File: src/sv/olst_pkg.sv
// Shared types and codes for the ordered list store.
package olst_pkg;

    // Operation selector codes
    localparam logic [2:0] OP_APPEND      = 3'd0;
    localparam logic [2:0] OP_INSERT      = 3'd1;
    localparam logic [2:0] OP_REMOVE_LAST = 3'd2;
    localparam logic [2:0] OP_REMOVE_AT   = 3'd3;
    localparam logic [2:0] OP_READ        = 3'd4;
    localparam logic [2:0] OP_FIND        = 3'd5;
    localparam logic [2:0] OP_SWAP        = 3'd6;
    localparam logic [2:0] OP_CLEAR       = 3'd7;

    // Result status codes
    localparam logic [2:0] ST_OK        = 3'd0;
    localparam logic [2:0] ST_FULL      = 3'd1;
    localparam logic [2:0] ST_RANGE     = 3'd2;
    localparam logic [2:0] ST_EMPTY     = 3'd3;
    localparam logic [2:0] ST_NOT_FOUND = 3'd4;

    // Request payload
    typedef struct packed {
        logic [2:0]  op;
        logic [6:0]  position;
        logic [5:0]  other_position;
        logic [31:0] item_value;
    } t_req;

    // Result payload
    typedef struct packed {
        logic [2:0]  status;
        logic [31:0] read_value;
        logic [5:0]  found_index;
        logic [6:0]  entry_count;
    } t_rsp;

endpackage

File: src/sv/olst_ram.sv
// Generic single-write, single-read RAM with registered read data.
module olst_ram #(
    parameter int WIDTH = 32,
    parameter int DEPTH = 64
) (
    input  logic                     i_clk,
    input  logic                     i_we,
    input  logic [$clog2(DEPTH)-1:0] i_waddr,
    input  logic [WIDTH-1:0]         i_wdata,
    input  logic                     i_re,
    input  logic [$clog2(DEPTH)-1:0] i_raddr,
    output logic [WIDTH-1:0]         o_rdata
);

    logic [WIDTH-1:0] r_mem [DEPTH];
    logic [WIDTH-1:0] r_rdata;

    // Write port
    always_ff @(posedge i_clk) begin
        if (i_we) begin
            r_mem[i_waddr] <= i_wdata;
        end
    end

    // Registered read port
    always_ff @(posedge i_clk) begin
        if (i_re) begin
            r_rdata <= r_mem[i_raddr];
        end
    end

    assign o_rdata = r_rdata;

endmodule

File: src/sv/ordered_list_store.sv
// Ordered list store: a fixed-capacity list of 32-bit handles kept in one RAM.
//
// Usage: present a request on i_req and raise start; it is taken at a clock
// edge where start is high and busy is low. Each request yields exactly one
// result on o_rsp, marked by o_strobe for a single cycle. The receiver cannot
// stall, so the result must be captured in that cycle.
// Append, remove last, clear and any rejected request finish without leaving
// idle; read passes through S_RD, and swap through S_SWA, S_SWB and S_SWC;
// insert moves one entry up per cycle, top first, down to the position;
// remove at moves the entries above the position down, one per cycle;
// find compares one entry per cycle and stops at the first match.
// The rate is set by the single RAM read port and the single write port:
// shifts stream one read and one write per cycle. Only one request is in
// flight at a time; busy stays high until its result is strobed.
// Reset clears the entry count and the control state; RAM contents are not
// cleared, since only entries below the count are ever read.
module ordered_list_store #(
    parameter int CAPACITY = 64
) (
    input  logic               i_clk,
    input  logic               i_rst_n,
    input  logic               start,
    output logic               busy,
    input  olst_pkg::t_req     i_req,
    output logic               o_strobe,
    output olst_pkg::t_rsp     o_rsp
);

    localparam int IDX_W = $clog2(CAPACITY);
    localparam int CNT_W = $clog2(CAPACITY + 1);
    localparam int CMP_W = (CNT_W > 7) ? CNT_W : 7;

    localparam logic [2:0] S_IDLE = 3'd0;
    localparam logic [2:0] S_UP   = 3'd1;
    localparam logic [2:0] S_DOWN = 3'd2;
    localparam logic [2:0] S_RD   = 3'd3;
    localparam logic [2:0] S_FIND = 3'd4;
    localparam logic [2:0] S_SWA  = 3'd5;
    localparam logic [2:0] S_SWB  = 3'd6;
    localparam logic [2:0] S_SWC  = 3'd7;

    logic [2:0]       r_state, n_state;
    logic [CNT_W-1:0] r_count, n_count;
    logic [CNT_W-1:0] r_idx, n_idx;
    logic [CNT_W-1:0] r_pos, n_pos;
    logic [IDX_W-1:0] r_pos2, n_pos2;
    logic [31:0]      r_val, n_val;
    logic [31:0]      r_hold, n_hold;
    logic             r_rv, n_rv;
    logic [IDX_W-1:0] r_ra, n_ra;
    logic             r_out_vld, n_out_vld;
    olst_pkg::t_rsp   r_out, n_out;

    logic             mem_we;
    logic [IDX_W-1:0] mem_waddr;
    logic [31:0]      mem_wdata;
    logic             mem_re;
    logic [IDX_W-1:0] mem_raddr;
    logic [31:0]      mem_rdata;

    logic [CMP_W-1:0] pos_c;
    logic [CMP_W-1:0] pos2_c;
    logic [CMP_W-1:0] cnt_c;
    logic             issue;

    // Entry storage
    olst_ram #(
        .WIDTH (32),
        .DEPTH (CAPACITY)
    ) u_ram (
        .i_clk   (i_clk),
        .i_we    (mem_we),
        .i_waddr (mem_waddr),
        .i_wdata (mem_wdata),
        .i_re    (mem_re),
        .i_raddr (mem_raddr),
        .o_rdata (mem_rdata)
    );

    // Widen operands to a common compare width
    assign pos_c  = CMP_W'(i_req.position);
    assign pos2_c = CMP_W'(i_req.other_position);
    assign cnt_c  = CMP_W'(r_count);

    // Sequencer: decode requests, stream shifts and scans through the RAM
    always_comb begin
        n_state   = r_state;
        n_count   = r_count;
        n_idx     = r_idx;
        n_pos     = r_pos;
        n_pos2    = r_pos2;
        n_val     = r_val;
        n_hold    = r_hold;
        n_out_vld = 1'b0;
        n_out     = r_out;
        mem_we    = 1'b0;
        mem_waddr = r_ra;
        mem_wdata = mem_rdata;
        mem_re    = 1'b0;
        mem_raddr = r_ra;
        issue     = 1'b0;

        unique case (r_state)
            S_IDLE: begin
                if (start) begin
                    n_val                = i_req.item_value;
                    n_out.status         = olst_pkg::ST_OK;
                    n_out.read_value     = '0;
                    n_out.found_index    = '0;
                    unique case (i_req.op)
                        olst_pkg::OP_APPEND: begin
                            n_out_vld = 1'b1;
                            if (r_count == CNT_W'(CAPACITY)) begin
                                n_out.status = olst_pkg::ST_FULL;
                            end else begin
                                mem_we    = 1'b1;
                                mem_waddr = IDX_W'(r_count);
                                mem_wdata = i_req.item_value;
                                n_count   = r_count + CNT_W'(1);
                            end
                        end
                        olst_pkg::OP_INSERT: begin
                            if (pos_c > cnt_c) begin
                                n_out_vld    = 1'b1;
                                n_out.status = olst_pkg::ST_RANGE;
                            end else if (r_count == CNT_W'(CAPACITY)) begin
                                n_out_vld    = 1'b1;
                                n_out.status = olst_pkg::ST_FULL;
                            end else begin
                                n_pos   = CNT_W'(pos_c);
                                n_idx   = r_count;
                                n_state = S_UP;
                            end
                        end
                        olst_pkg::OP_REMOVE_LAST: begin
                            n_out_vld = 1'b1;
                            if (r_count == '0) begin
                                n_out.status = olst_pkg::ST_EMPTY;
                            end else begin
                                n_count = r_count - CNT_W'(1);
                            end
                        end
                        olst_pkg::OP_REMOVE_AT: begin
                            if (r_count == '0) begin
                                n_out_vld    = 1'b1;
                                n_out.status = olst_pkg::ST_EMPTY;
                            end else if (pos_c >= cnt_c) begin
                                n_out_vld    = 1'b1;
                                n_out.status = olst_pkg::ST_RANGE;
                            end else begin
                                n_idx   = CNT_W'(pos_c) + CNT_W'(1);
                                n_state = S_DOWN;
                            end
                        end
                        olst_pkg::OP_READ: begin
                            if (pos_c >= cnt_c) begin
                                n_out_vld    = 1'b1;
                                n_out.status = olst_pkg::ST_RANGE;
                            end else begin
                                mem_re    = 1'b1;
                                mem_raddr = IDX_W'(pos_c);
                                n_state   = S_RD;
                            end
                        end
                        olst_pkg::OP_FIND: begin
                            if (r_count == '0) begin
                                n_out_vld    = 1'b1;
                                n_out.status = olst_pkg::ST_NOT_FOUND;
                            end else begin
                                n_idx   = '0;
                                n_state = S_FIND;
                            end
                        end
                        olst_pkg::OP_SWAP: begin
                            if (pos_c >= cnt_c || pos2_c >= cnt_c) begin
                                n_out_vld    = 1'b1;
                                n_out.status = olst_pkg::ST_RANGE;
                            end else begin
                                mem_re    = 1'b1;
                                mem_raddr = IDX_W'(pos_c);
                                n_pos     = CNT_W'(pos_c);
                                n_pos2    = IDX_W'(pos2_c);
                                n_state   = S_SWA;
                            end
                        end
                        olst_pkg::OP_CLEAR: begin
                            n_out_vld = 1'b1;
                            n_count   = '0;
                        end
                        default: begin
                            n_out_vld = 1'b1;
                        end
                    endcase
                end
            end

            // Move entries up, top first; each write lands in the cycle after its read
            S_UP: begin
                issue = (r_idx > r_pos);
                if (issue) begin
                    mem_re    = 1'b1;
                    mem_raddr = IDX_W'(r_idx - CNT_W'(1));
                    n_idx     = r_idx - CNT_W'(1);
                end
                if (r_rv) begin
                    mem_we    = 1'b1;
                    mem_waddr = r_ra + IDX_W'(1);
                    mem_wdata = mem_rdata;
                end else if (!issue) begin
                    mem_we    = 1'b1;
                    mem_waddr = IDX_W'(r_pos);
                    mem_wdata = r_val;
                    n_count   = r_count + CNT_W'(1);
                    n_out_vld = 1'b1;
                    n_state   = S_IDLE;
                end
            end

            // Move entries down, bottom first; each write lands in the cycle after its read
            S_DOWN: begin
                issue = (r_idx < r_count);
                if (issue) begin
                    mem_re    = 1'b1;
                    mem_raddr = IDX_W'(r_idx);
                    n_idx     = r_idx + CNT_W'(1);
                end
                if (r_rv) begin
                    mem_we    = 1'b1;
                    mem_waddr = r_ra - IDX_W'(1);
                    mem_wdata = mem_rdata;
                end else if (!issue) begin
                    n_count   = r_count - CNT_W'(1);
                    n_out_vld = 1'b1;
                    n_state   = S_IDLE;
                end
            end

            // Return the read data
            S_RD: begin
                n_out.read_value = mem_rdata;
                n_out_vld        = 1'b1;
                n_state          = S_IDLE;
            end

            // Scan upward, compare one entry per cycle, stop at first match or last entry
            S_FIND: begin
                if (r_rv && mem_rdata == r_val) begin
                    n_out.found_index = 6'(r_ra);
                    n_out_vld         = 1'b1;
                    n_state           = S_IDLE;
                end else if (r_rv && r_ra == IDX_W'(r_count - CNT_W'(1))) begin
                    n_out.status = olst_pkg::ST_NOT_FOUND;
                    n_out_vld    = 1'b1;
                    n_state      = S_IDLE;
                end else if (r_idx < r_count) begin
                    mem_re    = 1'b1;
                    mem_raddr = IDX_W'(r_idx);
                    n_idx     = r_idx + CNT_W'(1);
                end
            end

            // Hold the first entry, fetch the second
            S_SWA: begin
                n_hold    = mem_rdata;
                mem_re    = 1'b1;
                mem_raddr = r_pos2;
                n_state   = S_SWB;
            end

            // Write the second entry into the first slot
            S_SWB: begin
                mem_we    = 1'b1;
                mem_waddr = IDX_W'(r_pos);
                mem_wdata = mem_rdata;
                n_state   = S_SWC;
            end

            // Write the held entry into the second slot
            S_SWC: begin
                mem_we    = 1'b1;
                mem_waddr = r_pos2;
                mem_wdata = r_hold;
                n_out_vld = 1'b1;
                n_state   = S_IDLE;
            end

            default: begin
                n_state = S_IDLE;
            end
        endcase

        n_rv              = mem_re;
        n_ra              = mem_raddr;
        n_out.entry_count = 7'(n_count);
    end

    // Control registers
    always_ff @(posedge i_clk) begin
        if (!i_rst_n) begin
            r_state   <= S_IDLE;
            r_count   <= '0;
            r_rv      <= 1'b0;
            r_out_vld <= 1'b0;
        end else begin
            r_state   <= n_state;
            r_count   <= n_count;
            r_rv      <= n_rv;
            r_out_vld <= n_out_vld;
        end
    end

    // Payload registers
    always_ff @(posedge i_clk) begin
        r_idx  <= n_idx;
        r_pos  <= n_pos;
        r_pos2 <= n_pos2;
        r_val  <= n_val;
        r_hold <= n_hold;
        r_ra   <= n_ra;
        r_out  <= n_out;
    end

    assign busy     = (r_state != S_IDLE);
    assign o_strobe = r_out_vld;
    assign o_rsp    = r_out;

    // Count never exceeds the capacity
    a_count_bound: assert property (@(posedge i_clk) disable iff (!i_rst_n)
        r_count <= CNT_W'(CAPACITY))
        else $error("entry count above capacity");

    // Leaving the busy phase always delivers a result
    a_done_strobe: assert property (@(posedge i_clk) disable iff (!i_rst_n)
        $fell(busy) |-> o_strobe)
        else $error("busy dropped without a result");

    // A result follows an accepted request or a busy phase
    a_strobe_cause: assert property (@(posedge i_clk) disable iff (!i_rst_n)
        o_strobe |-> $past(start && !busy) || $past(busy))
        else $error("result strobe without a request");

    // The RAM is not written while idle without a request
    a_idle_quiet: assert property (@(posedge i_clk) disable iff (!i_rst_n)
        (!busy && !start) |-> !mem_we)
        else $error("RAM write while idle");

endmodule
File: config.mk
export PLATFORM = sky130hd
export DESIGN_NAME = ordered_list_store
export DESIGN_NICKNAME = d
export VERILOG_FILES = /design/src/sv/olst_pkg.sv /design/src/sv/olst_ram.sv /design/src/sv/ordered_list_store.sv
export SDC_FILE = /design/constraint.sdc
export NUM_CORES = 2
export LEC_CHECK = 0
export BUFFER_PORTS_ARGS = -buffer_cell sky130_fd_sc_hd__buf_2
export CORE_ASPECT_RATIO = 0.5
export CORE_UTILIZATION = 59
export CTS_BUF_LIST = sky130_fd_sc_hd__clkbuf_8
export DETAILED_ROUTE_END_ITERATION = 16
export GPL_ROUTABILITY_DRIVEN = 0
export HOLD_SLACK_MARGIN = 0.02
export MAX_ROUTING_LAYER = met4
export PLACE_DENSITY = 0.79
export SLEW_MARGIN = 20
export SYNTH_ARGS = -nofsm -noshare
export SYNTH_HDL_FRONTEND = slang
export SYNTH_SLANG_ARGS = --single-unit
File: constraint.sdc
create_clock -name i_clk -period 5.14 [get_ports i_clk]
set_input_delay 0.771 -clock i_clk [delete_from_list [all_inputs] [get_ports i_clk]]
set_output_delay 0.771 -clock i_clk [all_outputs]
set_load 0.01 [all_outputs]
After elaboration in Yosys (flattened, before gate mapping)
Memories as Yosys holds them, arrays and structs flattened. A register that Yosys moved wholly into a read port is not among the register bits.
Cells that the tools add are included.
Storage, ports and cells
  latch bits: 0
  output and inout bits: 50
  bits in read-only memories: 0
  RAM bits: 2048
  memories: 1
  flip-flop bits (word level): 150
  logic and storage cells: 200
  bits of input ports: 51
Cells by class
  $lt $le $gt $ge: 5
  div/mod/pow operators: 0
  bitwise operators: 1
  multipliers: 0
  equality and inequality tests: 40
  shifts and indexed selects: 0
  reductions and logical operators: 22
  add/subtract/negate cells: 7
  mux-type cells: 110
Memories
  u_ram.r_mem: words 64, width 32, read ports 1, clocked after Yosys merged registers in 1, wr ports 1, line olst_ram.sv:15  | logic [WIDTH-1:0] r_mem [DEPTH];
Operator list (number)
  two-way mux 32 bit: 5
  two-way mux 7 bit: 20
  one-hot mux 32 bit (3 select lines): 1
  two-way mux 6 bit: 14
  one-hot mux 32 bit (2 select lines): 1
  one-hot mux 7 bit (3 select lines): 3
  one-hot mux 6 bit (5 select lines): 2
  two-way mux 3 bit: 18
  one-hot mux 3 bit (7 select lines): 2
  two-way mux 41 bit: 1
  equality test 32 bit: 1
  two-way mux 1 bit: 28
  one-hot mux 7 bit (4 select lines): 1
  != test 2 bit (second input constant): 13
  equality test 3 bit (second input constant): 8
  != test 3 bit (second input constant): 8
  one-hot mux 6 bit (2 select lines): 2
  adder 7 x 1 -> 7 bit (second input constant): 3
  one-hot mux 3 bit (5 select lines): 1
  greater-than comparator 7 bit: 2
  one-hot mux 7 bit (2 select lines): 1
  AND reduction 14 bit: 1
  subtractor 7 x 1 -> 7 bit (second input constant): 2
  equality test 3 x 2 -> 1 bit (second input constant): 4
  other kinds (31): 43

Longest topological paths before layout
  word-level depth: 7
  gate-level depth with buffers: 20
  gate-level depth less buffers: 15

Modules after synthesis
Synthesis repeated with hierarchy kept, for this count alone.
Unflattened totals
  cell total of the unflattened synthesis: 4531
  area total of the unflattened synthesis: 88847.7 µm²
Modules (own cells, without submodules)
  olst_ram: instances 1, cells each 3511, area an instance 79359.9 µm², sequential area each 62459.9 µm²
  ordered_list_store: instances 1, cells each 1020, area an instance 9487.8 µm², sequential area each 4254.1 µm²

Worst setup path after synthesis
No wires, ideal clock.
  kind: flip-flop to flip-flop
  start: register r_state[2]
  end: register u_ram.r_rdata[10], in the netlist u_ram.o_rdata[10] (read register of u_ram.r_mem) (data pin)
  path slack: -449 ps
  arrival time: 5317 ps
  stages on the path, launching flop included: 15
  clock period less this slack: 5589 ps
  required time: 4868 ps
  library setup time: 272 ps
  path buffers: 5
  path through: dfxtp_1 > buf_2 > inv_1 > clkbuf_1 > nor3_1 > a221o_1 > a311oi_1 > a21oi_1 > buf_2 > buf_2 > clkbuf_1 > nand3_1 > nand3_1 > a41oi_1 > or4_1
On the way
  cells in the longest elaborated chain, start to end: 2
  elaborated cells on any way between the ends: 7
  classes of those cells: 4 x eq/ne; 2 x mux; 1 x reduce/logical
RTL lines
  from (decl): line ordered_list_store.sv:42  | logic [2:0] r_state, n_state;
  from (signal assigned): line ordered_list_store.sv:305  | r_state <= n_state;
  equality test 3 bit (tied with other cells): line ordered_list_store.sv:103  | unique case (r_state)
  one-hot mux 6 bit (5 select lines) or one-hot mux 1 bit (5 select lines) (tied branches): line ordered_list_store.sv:103
  to (decl): line olst_ram.sv:16  | logic [WIDTH-1:0] r_rdata;
Several ways; a longest one is shown, not always the timed one.
A chain may end at the register's enable or synchronous reset.

Worst setup path after layout
  start: register u_ram.r_rdata[14], in the netlist u_ram.o_rdata[14] (read register of u_ram.r_mem)
  end: register u_ram.r_rdata[12], in the netlist u_ram.o_rdata[12] (read register of u_ram.r_mem) (data pin)
On the way
  cells in the longest elaborated chain, start to end: 4
  elaborated cells on any way between the ends: 6
  classes of those cells: 1 x eq/ne; 4 x mux; 1 x reduce/logical
RTL lines
  equality test 32 bit (*): line ordered_list_store.sv:247  | if (r_rv && mem_rdata == r_val) begin
  logical AND 1 bit (*): line ordered_list_store.sv:247
  two-way mux 6 bit or two-way mux 1 bit (tied branches): line ordered_list_store.sv:247
  one-hot mux 6 bit (5 select lines) or one-hot mux 1 bit (5 select lines) (tied branches): line ordered_list_store.sv:103
Mark *: on every way between the ends. The rest lies on a longest branch, timed or not.

==> results.ini <==
[sta]
period_needed_ns=5.08
layout_setup_ws_ns=0.0597
finalHoldViolations=0
setup_violations=0
tightest_slew_ns=1.15
timing.final.crit_share_pct=98.8
fmax_ghz=0.197
finClkSkew_ns=0.0678
slew_violations=0
fin_tns_setup_ns=0
slew-limit-headroom_pct=23.3

[clock_tree]
cts_buffer_depth=4
cts_root_buffer=clkbuf_8
h-tree-depth=5
clkTransAtPathRegs_ns=0.06
cts_tree=done
numCtsBuffers=318
clkSinkCount=2230
clk_latency_ns=1.07

[drt]
drt_iter0_markers=12500
routed_wl_um=281000
first_pass_iters=13
viasPerCell=6.64
route.detailed.wl_per_inst_um=28.2
ant_nets=0
via_count=66200
drc=0

[place]
post-place-ws_ns=-0.480
place_hpwl_um=166000
port_buffers=100

[synth]
ys.flop_type=edfxtp_1
ys_warn_count=0
synth_fp_nets=7273
post_synth_num_cell_types=73
ys_async_sr_fraction_pct=0
synthesis.area_um2=90200
yosysSeqAreaShare_pct=74.0
synth_edf_count=2205
netlist_instances=7189
avgSynthCellArea_um2=12.5
ys_ff_latch=2230

[setup_path]
critPathKind=register to register
cp.arrival_ns=5.85
setup.worst_path.start_class=register
crit_required_ns=5.91
worstPathMaxFanout=18
reg2regPathDepth=17
endpoint_kind=register

[die]
num_rows=100
die_w_um=555
core-area_um2=150000
start_util_pct=60.0
die_h_um=278
die_area_um2=154000
boundaryPins=101

[global_route]
grtUsageMet2_pct=52.9
grt_max_degree=96
grt-busiest-layer=met2
grt_pass1_wl_um=402000
grt_usage_pct=36.9
grt_overflow=0
met1_usage_pct=46.1
grt_pass1_vias=63100
antenna_found_initial=18
met3_usage_pct=13.5

[final_layout]
final_nets=7831
area_delta_synth_final_pct=15.4
layout-drive-gt1-share_pct=14.6
fin_util_pct=69.3
fillers=9519

[power_and_ir_drop]
powerDensity_nw_per_um2=664
ir_drop_mv=0.695
p_leak_uw=0.0367

[worst_hold_path]
hp-class=primary input to register
hold_depth=1

[status]
status=completed

[flow_run]
max_cap_violations=0

==> layer usage <==
layer / wire length, um / share of wire, %
met2: 122000 / 44
met4: 16000 / 5.7
met5: 0 / 0
met3: 50400 / 18
met1: 92000 / 33
==> synth_stat cells (all sizes together), types with 5 or more instances <==
cell / instances / area share (%)
inv: 34 / 0.14
xnor2: 37 / 0.36
or3: 7 / 0.049
o21ai: 50 / 0.28
a21oi: 65 / 0.36
a41oi: 121 / 1.2
nor3: 24 / 0.14
a31oi: 18 / 0.12
o22ai: 12 / 0.083
a221o: 12 / 0.13
o211ai: 6 / 0.050
o21a: 5 / 0.042
a221oi: 21 / 0.20
ha: 33 / 0.46
nand3b: 5 / 0.042
and3: 42 / 0.29
clkbuf: 328 / 1.4
nand2b: 15 / 0.10
a222oi: 24 / 0.27
nand3: 1480 / 8.2
nor2b: 9 / 0.062
xor2: 19 / 0.18
a211oi: 13 / 0.11
o221ai: 6 / 0.058
nand4: 9 / 0.069
a32oi: 14 / 0.14
buf: 137 / 0.69
nor2: 131 / 0.55
dfxtp: 25 / 0.56
or4: 32 / 0.27
a21boi: 5 / 0.042
edfxtp: 2205 / 73
and2: 19 / 0.13
a22oi: 12 / 0.10
nand2: 2128 / 8.9
mux2i: 31 / 0.34
==> final cells by class <==
type	instances	area, um2	area share [%]
clock buffers	322	4430	4.26
well taps	1989	2490	2.39
clock inverters	209	901	0.866
inverters	37	161	0.155
flip-flops and latches	2230	66700	64.1
repair buffers	702	7020	6.75
diodes	19	47.5	0.0457
multi-input cells	4458	22200	21.4
==> cell families (layout without fill, tap and decap cells) <==
kind of cell | count (synthesis) | in the layout | synth area share (%)
AND/OR/NAND/NOR | 3913 | 3914 | 18.9
flip-flops | 2230 | 2230 | 74.0
buffers and inverters | 502 | 1270 | 2.21
AO/OA/AOI/OAI | 423 | 423 | 3.54
XOR/XNOR | 56 | 56 | 0.544
adder cells (fa/ha/maj) | 33 | 33 | 0.458
multiplexers | 32 | 32 | 0.357
other | 0 | 19 | 0
==> final timing paths <==
path	start	to	slack [ns]
min reg2reg	r_ra[2]$_DFF_P_	o_rsp[9]$_SDFFCE_PN0P_	0.66
min	i_req[4]	r_val[4]$_DFFE_PP_	0.05
max	u_ram.o_rdata[14]$_DFFE_PP_	u_ram.o_rdata[12]$_DFFE_PP_	0.06
max reg2reg	u_ram.o_rdata[14]$_DFFE_PP_	u_ram.o_rdata[12]$_DFFE_PP_	0.06
==> what timing repair did <==
item                                   in CTS  in global routing
gates cloned                                0                  3
gates resized for setup                     2                 12
pin swaps                                   0                  3
buffers inserted                            0                  7
hold buffers                               36                  0
setup endpoints to repair                   4                 56
endpoints found under the hold margin      36                  0
==> cell usage in the layout, fill, tap and decap left out, types with 25 or more instances in the layout <==
master         synthesis  routed
and3_1                42      42
xnor2_1               37      37
nor2_4                 1      67
o21ai_0               48      47
nand2_2                0      27
a41oi_1              121     117
buf_4                  3     416
or4_1                 31      31
a21oi_1               65      63
clkinv_1               3      92
inv_1                 31     116
clkbuf_8               0     322
dlygate4sd3_1          0      36
ha_1                  33      33
nand2_1             2128    2101
dfxtp_1               25      25
buf_2                 76     100
edfxtp_1            2205    2205
buf_12                 0     141
nand3_1             1480    1480
nor2_1               130      62
mux2i_1               31      31
==> through the flow <==
stage                     power [uW]  instance area, um2  instances  hold slack, ns
after floorplan                40700               90200       7189           0.464
after global placement         54400               98000       9367           0.633
after detailed placement       55200               98000       9368           0.646
after CTS                      67500              104000       9935          0.0228
after global routing           71100              104000       9960          0.0622
final                          69100              104000       9966          0.0480
==> worst max-delay path, stage by stage (launching register included) <==
cell,delay (ns)
edfxtp_1,0.85
xnor2_1,0.21
nand4_1,0.15
nor3_1,0.22
nand4_1,0.28
a31o_2,0.39
a211oi_1,0.36
buf_4,0.18
and2_4,0.25
inv_8,0.13
buf_12,0.21
buf_4,0.22
nand2_1,0.08
nand3_1,0.13
nand3_1,0.15
a41oi_2,0.25
buf_4,0.23
or4_1,0.45
==> registers in the layout (all words and copies together) (netlist names) <==
register,flops
cnt_c,7
o_rsp,48
o_strobe,1
r_hold,32
r_idx,7
r_pos,7
r_pos2,6
r_ra,6
r_rv,1
r_state,3
r_val,32
u_ram.o_rdata,32
u_ram.r_mem,2048
==> where the power goes <==
group,total [uW],internal (uW),switching [uW]
clock,12600,5900,6650
sequential,24900,24300,651
combinational,31600,9550,22100
No activity file was read; power rests on OpenSTA's default activity.
